**src/assert_macros.svh**
```systemverilog
// ----------------------------------------------------------------------------
// Assertion macros
// Concurrent assertion shorthands used by the edge stream top module.
// ----------------------------------------------------------------------------
`ifndef ASSERT_MACROS_SVH
`define ASSERT_MACROS_SVH

// clocked assertion, disabled while reset is asserted
`define RSED_ASSERT(lbl, clk, rst_n, prop, msg) \
  lbl: assert property (@(posedge clk) disable iff (!rst_n) prop) else $error(msg);

// clocked assertion, also checked during reset
`define RSED_ASSERT_ALWAYS(lbl, clk, prop, msg) \
  lbl: assert property (@(posedge clk) prop) else $error(msg);

`endif

```
**src/rsed_pkg.sv**
```systemverilog
// ----------------------------------------------------------------------------
// rsed_pkg
// Types, constants and the luma function of the RGB Sobel edge stream.
// ----------------------------------------------------------------------------
package rsed_pkg;

  localparam int unsigned PixW         = 8;
  localparam int unsigned SideW        = 3;
  localparam int unsigned LineWidthW   = 11;
  localparam int unsigned FrameHeightW = 13;
  localparam int unsigned RowW         = 12;
  localparam int unsigned CfgIdxW      = 1;
  localparam int unsigned CfgDataW     = 13;
  localparam int unsigned WinN         = 9;
  localparam int unsigned GradW        = 10;
  localparam int unsigned MagW         = 11;

  localparam int unsigned DefaultMaxLineWidth = 1024;

  localparam logic [LineWidthW-1:0]   LineWidthRst   = LineWidthW'(640);
  localparam logic [FrameHeightW-1:0] FrameHeightRst = FrameHeightW'(480);
  localparam logic [FrameHeightW-1:0] RowLimit       = FrameHeightW'(4096);

  localparam logic [15:0] LumaKr    = 16'd77;
  localparam logic [15:0] LumaKg    = 16'd150;
  localparam logic [15:0] LumaKb    = 16'd29;
  localparam logic [15:0] LumaRound = 16'd128;

  localparam logic [MagW-1:0] MagSat = MagW'(255);

  typedef enum logic [CfgIdxW-1:0] {
    CFG_LINE_WIDTH   = 1'b0,
    CFG_FRAME_HEIGHT = 1'b1
  } cfg_idx_e;

  typedef struct packed {
    logic [PixW-1:0]  red;
    logic [PixW-1:0]  green;
    logic [PixW-1:0]  blue;
    logic [SideW-1:0] byte_keep;
    logic [SideW-1:0] byte_strobe;
    logic             stream_id;
    logic             stream_dest;
  } in_word_t;

  typedef struct packed {
    logic [PixW-1:0]  edge_value;
    logic             frame_start;
    logic             line_end;
    logic [SideW-1:0] keep_out;
    logic [SideW-1:0] strobe_out;
    logic             id_out;
    logic             dest_out;
  } out_word_t;

  typedef struct packed {
    logic rd;
    logic wr;
  } lb_ctrl_t;

  function automatic logic [PixW-1:0] luma_of(
    input logic [PixW-1:0] r,
    input logic [PixW-1:0] g,
    input logic [PixW-1:0] b
  );
    logic [15:0] acc;
    acc = LumaKr * 16'(r) + LumaKg * 16'(g) + LumaKb * 16'(b) + LumaRound;
    return acc[15:8];
  endfunction

endpackage

```
**src/rsed_sobel.sv**
```systemverilog
// ----------------------------------------------------------------------------
// rsed_sobel
// 3x3 luma window and saturated L1 Sobel gradient magnitude.
// ----------------------------------------------------------------------------
module rsed_sobel (
  input  logic                      clk_i,
  input  logic                      rst_ni,
  input  logic                      adv_i,
  input  logic                      clr_i,
  input  logic [rsed_pkg::PixW-1:0] top2_i,
  input  logic [rsed_pkg::PixW-1:0] top1_i,
  input  logic [rsed_pkg::PixW-1:0] luma_i,
  output logic [rsed_pkg::PixW-1:0] mag_o
);
  import rsed_pkg::*;

  logic [PixW-1:0]  win_q [WinN];
  logic [PixW-1:0]  win_d [WinN];
  logic [GradW-1:0] gx_pos, gx_neg, gy_pos, gy_neg;
  logic [GradW-1:0] gx_abs, gy_abs;
  logic [MagW-1:0]  mag;

  always_comb begin
    for (int r = 0; r < 3; r++) begin
      win_d[r*3]     = clr_i ? '0 : win_q[r*3 + 1];
      win_d[r*3 + 1] = clr_i ? '0 : win_q[r*3 + 2];
    end
    win_d[2] = top2_i;
    win_d[5] = top1_i;
    win_d[8] = luma_i;
  end

  always_ff @(posedge clk_i or negedge rst_ni) begin
    if (!rst_ni) begin
      for (int i = 0; i < WinN; i++) win_q[i] <= '0;
    end else if (adv_i) begin
      win_q <= win_d;
    end
  end

  always_comb begin
    gx_pos = GradW'(win_d[2]) + GradW'({win_d[5], 1'b0}) + GradW'(win_d[8]);
    gx_neg = GradW'(win_d[0]) + GradW'({win_d[3], 1'b0}) + GradW'(win_d[6]);
    gy_pos = GradW'(win_d[6]) + GradW'({win_d[7], 1'b0}) + GradW'(win_d[8]);
    gy_neg = GradW'(win_d[0]) + GradW'({win_d[1], 1'b0}) + GradW'(win_d[2]);
    gx_abs = (gx_pos >= gx_neg) ? gx_pos - gx_neg : gx_neg - gx_pos;
    gy_abs = (gy_pos >= gy_neg) ? gy_pos - gy_neg : gy_neg - gy_pos;
    mag    = MagW'(gx_abs) + MagW'(gy_abs);
    mag_o  = (mag > MagSat) ? PixW'(MagSat) : mag[PixW-1:0];
  end

endmodule
```
**config.mk**
```make
export PLATFORM = sky130hd
export DESIGN_NAME = rsed_sobel
export DESIGN_NICKNAME = d
export VERILOG_FILES = /design/src/assert_macros.svh /design/src/rsed_pkg.sv /design/src/rsed_sobel.sv
export SDC_FILE = /design/constraint.sdc
export NUM_CORES = 1
export LEC_CHECK = 0
export BUFFER_PORTS_ARGS = -buffer_cell sky130_fd_sc_hd__buf_2
export CAP_MARGIN = 10
export CORE_MARGIN = 3
export CORE_UTILIZATION = 60
export CTS_BUF_LIST = sky130_fd_sc_hd__clkbuf_4
export DETAILED_ROUTE_END_ITERATION = 12
export GPL_ROUTABILITY_DRIVEN = 0
export GPL_TIMING_DRIVEN = 0
export PLACE_DENSITY = 0.76
export SETUP_SLACK_MARGIN = 0.5
export SYNTH_ARGS = -nofsm -noshare
export SYNTH_HDL_FRONTEND = slang
export SYNTH_SLANG_ARGS = --single-unit
```
**constraint.sdc**
```tcl
create_clock -name clk_i -period 8.7 [get_ports clk_i]
set_input_delay 0.435 -clock clk_i [delete_from_list [all_inputs] [get_ports clk_i]]
set_output_delay 0.435 -clock clk_i [all_outputs]
set_load 0.02 [all_outputs]
```
* Word-level counts from Yosys, hierarchy flattened
Cells that the tools add are included. W data, S select, Z words.
Operators by class: $add $sub $neg 13, multiply operators 0, divide/modulo/power cells 0, order comparisons 3, equal/unequal tests 0, shifts and indexed selects 0, multiplexer cells 9, bitwise gates (word level) 0, reduce and logical (&&, ||, !) cells 0
Operators by type and width (number):
- $mux W8 | 7
- $add A10 B8 Y10 | 4
- $add A8 B9 Y10 | 4
- $sub A10 B10 Y10 | 4
- $ge A10 B10 Y1 | 2
- $mux W10 | 2
- $add A10 B10 Y11 | 1
- $gt A11 B8 Y1 const B | 1
Word-level totals: register bits 48, latch bits 0, bits in writable memories 0, ROM bits 0, word-level logic and storage cells 31, memories 0

* Logic depth before layout (Yosys ltp)
depth after elaboration 8, depth in mapped cells 29

* Worst setup path after synthesis
No wires, ideal clock.
path type input to output, start input port clr_i, end output port mag_o[7] (netlist name), data arrival time 6.106 ns, data required time 8.265 ns, path slack 2.159 ns, cell stages on the path 26, buffers on the path 5, path through clkbuf_1 -> clkbuf_1 -> clkbuf_1 -> nor2_1 -> fa_1 -> ha_1 -> a21o_1 -> a21oi_1 -> nor2b_1 -> o21a_1 -> o41a_1 -> xnor2_1 -> ha_1 -> buf_2 -> o21a_1 -> nor2_1 -> o22ai_2 -> buf_6 -> mux2_2 -> ha_1 -> a21o_1 -> a21oi_1 -> o21ai_0 -> a2111oi_0 -> o21a_2 -> nand3b_1
On the way: longest elaborated chain between the ends 8, elaborated cells between the ends (all ways) 22, classes of those cells add/sub: 11; order compare: 3; mux: 8
Ends and longest elaborated chain:
- start: declaration | RTL line rsed_sobel.sv:9 | input logic clr_i,
- $mux W8 (on tied branches) | RTL line rsed_sobel.sv:25, rsed_sobel.sv:26
- $add A8 B9 Y10 (on tied branches) | RTL line rsed_sobel.sv:43, rsed_sobel.sv:44, rsed_sobel.sv:45
- $add A10 B8 Y10 (on tied branches) | RTL line rsed_sobel.sv:43, rsed_sobel.sv:44, rsed_sobel.sv:45
- $sub A10 B10 Y10, or another cell as far along | RTL line rsed_sobel.sv:46 | gx_abs = (gx_pos >= gx_neg) ? gx_pos - gx_neg : gx_neg - gx_pos;
- $mux W10 (on tied branches) | RTL line rsed_sobel.sv:46, rsed_sobel.sv:47
- $add A10 B10 Y11 (*) | RTL line rsed_sobel.sv:48 | mag = MagW'(gx_abs) + MagW'(gy_abs);
- $gt A11 B8 Y1 | RTL line rsed_sobel.sv:49 | mag_o = (mag > MagSat) ? PixW'(MagSat) : mag[PixW-1:0];
- $mux W8 (*) | RTL line rsed_sobel.sv:49
- end: declaration | RTL line rsed_sobel.sv:13 | output logic [rsed_pkg::PixW-1:0] mag_o
Mark *: on every way between the ends. The rest lies on a longest branch, timed or not.

* Final worst setup path
Ends and elaborated chain as after synthesis.

==> impl_metrics.py <==
metrics = {
    "placed_design": {
        "post-place-ws_ns": 0.951,
        "portBuffers": 34,
        "dpl.hpwl_mm": 11.5,
    },
    "routing": {
        "firstDrtPassIters": 5,
        "drc": 0,
        "ant_nets": 0,
        "routed_wl_mm": 13.6,
        "wl_per_cell_um": 16.5,
        "viasPerCell": 5.69,
        "drtIter0Drc": 214,
        "vias": 4696,
    },
    "power": {
        "switchingPower_mw": 1.37,
        "ir_drop_mv": 0.446,
        "p_total_mw": 2.55,
        "clkPwrFrac_pct": 4.2,
        "switching_share_pct": 54.0,
        "comb_power_share_pct": 85.7,
        "p_leak_nw": 3.28,
        "p_int_mw": 1.17,
        "power_per_cell_area_nw_per_um2": 394,
        "p_seq_share_pct": 10.1,
    },
    "timing": {
        "fmax_mhz": 131,
        "max_slew_margin_pct": 28.5,
        "period_share_pct": 87.8,
        "tns_ns": 0,
        "grt_setup_unrepaired": "no",
        "maxSlewViolCount": 0,
        "setup_viol": 0,
        "fin_worst_skew_ns": 0.00781,
        "worst_slack_ns": 1.06,
        "worst_slew_pin_slew_ns": 1.07,
        "hold_violations": 0,
        "finalCriticalPeriod_ns": 7.64,
    },
    "floorplanning": {
        "die_h_um": 107,
        "die_area_um2": 11300,
        "die_w_um": 107,
        "top_level_ports": 36,
        "initial_core_util_pct": 61.8,
        "core_area_um2": 9820,
        "rows": 36,
    },
    "critical_path": {
        "path_common_cell": "o21a_1",
        "reg2reg_from": "win_q[1]$_DFFE_PN0P_",
        "crit_fanout": 10,
        "crit_start": "clr_i",
        "reg2reg_slack_ns": 7.72,
        "r2r_cells": 2,
        "crit_slowest_cell": "fa_1",
        "crit_path_start_kind": "primary input",
        "worstPathRequired_ns": 8.27,
        "crit_buf_inv": 7,
        "crit_family": "compound AO/OA/AOI/OAI gates",
        "cp_slowest_stage_delay_ns": 0.49,
        "reg2reg_to": "win_q[9]$_DFFE_PN0P_",
        "endpoint_kind": "output port",
        "path_class": "in2out",
        "arrival_ns": 7.20,
    },
    "logic_synthesis": {
        "syn_inst": 651,
        "yosysWarnings": 0,
        "ys_seq_area_share_pct": 19.8,
        "ys_types": 51,
        "synth_ff_type": "dfrtp_1",
        "syn_nets": 800,
        "syn_area_per_cell_um2": 9.32,
        "synth_edf_count": 0,
        "ys_seq_elements": 48,
        "syn_area_um2": 6060,
        "synthArstFlopShare_pct": 100,
    },
    "cts": {
        "cts_tree": "built",
        "postCtsResizedCells": 0,
        "cts_hold_buf": 0,
        "h-tree-depth": 2,
        "clock-root-buffer": "clkbuf_4",
        "cts_buffers": 5,
        "clk_latency_ns": 0.37,
        "clk_pin_slew_worst_paths_ns": 0.15,
        "ctsLongestPathBuffers": 2,
        "clock_sinks": 48,
        "cts_setup_buffers": 0,
    },
    "global_routing": {
        "grt_max_degree": 49,
        "gr-total-overflow": 0,
        "grt_pass1_vias": 4706,
        "grt_usage_pct": 24.4,
        "grt_first_pass_wirelength_mm": 22.2,
        "antenna_found_initial": 0,
    },
    "final_layout": {
        "final_common_cell": "ha_1",
        "largest_reg_flops": 48,
        "top_regs": "win_q (48)",
        "drive_gt1_share_pct": 14.0,
        "nNetsFinal": 841,
        "post-route-util_pct": 65.8,
        "diodes": 0,
        "syn2layout_area_growth_pct": 6.48,
        "final_cell_mix": "ha_1, inv_1, dfrtp_1",
        "top_register": "win_q",
    },
    "worst_hold_path": {
        "hold_path_class": "in2async",
    },
    "outcome": {
        "outcome": "complete, no violations",
    },
    "job": {
        "cap_viol_max_count": 0,
    },
}
-- layer usage --
metal / vias up / part of all wire (%) / routed length, um / GRT usage, %
met5: - / 0 / 0 / 0
met4: 0 / 4.4 / 598 / 9.86
met3: 32 / 3.4 / 468 / 3.28
met2: 119 / 46 / 6310 / 41.1
met1: 2250 / 46 / 6260 / 31.7
li1: 2295 / - / - / -
-- cell families after synthesis --
group	count (synthesis)	share of synthesized area, %
AOI/OAI and AO/OA	130	14.2
xor gates and xnor gates	56	8.09
adders and majority gates	121	29.3
buffers and inverters	100	6.50
DFF	48	19.8
muxes	54	9.72
and+or+nand+nor	142	12.4
-- worst reg2reg max path, stage by stage (launching register included) --
cell	delay (ns)
dfrtp_1	0.41
nor2b_1	0.17
mux2_2	0.30
-- cells in the mapped netlist (2+ instances only) --
cell type  instances  area share [%]
a21o_1            21             2.6
or3_1              3            0.31
xnor2_1           30             4.3
a21oi_2            2            0.29
buf_2              6            0.50
o21ai_1            2            0.17
nor2b_1           33             3.4
clkbuf_1          11            0.68
o21a_1            11             1.4
a21oi_1           40             3.3
mux2_2            39             7.2
inv_1             80             5.0
o31a_1             2            0.29
nor3_1             9            0.74
nand2b_1          12             1.2
dfrtp_1           48              20
o21ai_0           24             2.0
o21bai_1           5            0.62
o41ai_2            2            0.54
o41a_1             3            0.56
nand2_1           24             1.5
fa_1              35              12
nand3b_1          11             1.4
ha_1              86              18
mux2i_1           15             2.5
nand4_1            5            0.52
nor2_1            37             2.3
o221ai_1           3            0.43
a31oi_1            2            0.21
a211oi_1           2            0.25
nor4_1             2            0.21
xor2_1            26             3.8
a21boi_0           2            0.25
-- worst max-delay path by stage --
stage / end / cells after the start / slack (ns)
2_1_floorplan: mag_o[7] / 26 / 2.16
3_3_place_gp: mag_o[7] / 28 / 1.11
3_5_place_dp: mag_o[7] / 28 / 0.95
4_1_cts: mag_o[7] / 28 / 0.94
5_1_grt: mag_o[7] / 29 / 0.61
6_report: mag_o[7] / 28 / 1.06
-- area by class of cell --
class | instances | area, um^2
clock buffer | 5 | 37.5
multi-input combinational | 503 | 4470
clock inverter | 3 | 17.5
tap | 133 | 166
timing repair buffer | 34 | 170
sequential | 48 | 1200
buffer | 20 | 95.1
inverter | 80 | 300
fill | 857 | 3360
-- per-stage QoR --
| stage | instance area [um^2] | hold slack [ns] | instances |
|---|---|---|---|
| finish | 6460 | 0.229 | 826 |
| CTS | 6460 | 0.269 | 826 |
| global route | 6460 | 0.274 | 826 |
| floorplan | 6060 | 0.139 | 651 |
| global placement | 6400 | 0.482 | 818 |
| detailed placement | 6400 | 0.487 | 818 |
-- power by group through the flow --
| stage | clock network [mW] | registers, mW | logic (mW) |
|---|---|---|---|
| after detailed placement | 0 | 0.261 | 2.16 |
| after global placement | 0 | 0.259 | 2.09 |
| after floorplan | 0 | 0.257 | 1.64 |
| after CTS | 0.108 | 0.256 | 2.18 |
| final | 0.107 | 0.257 | 2.18 |
| after global routing | 0.120 | 0.259 | 2.42 |
Power figures use the tool's default switching activity.
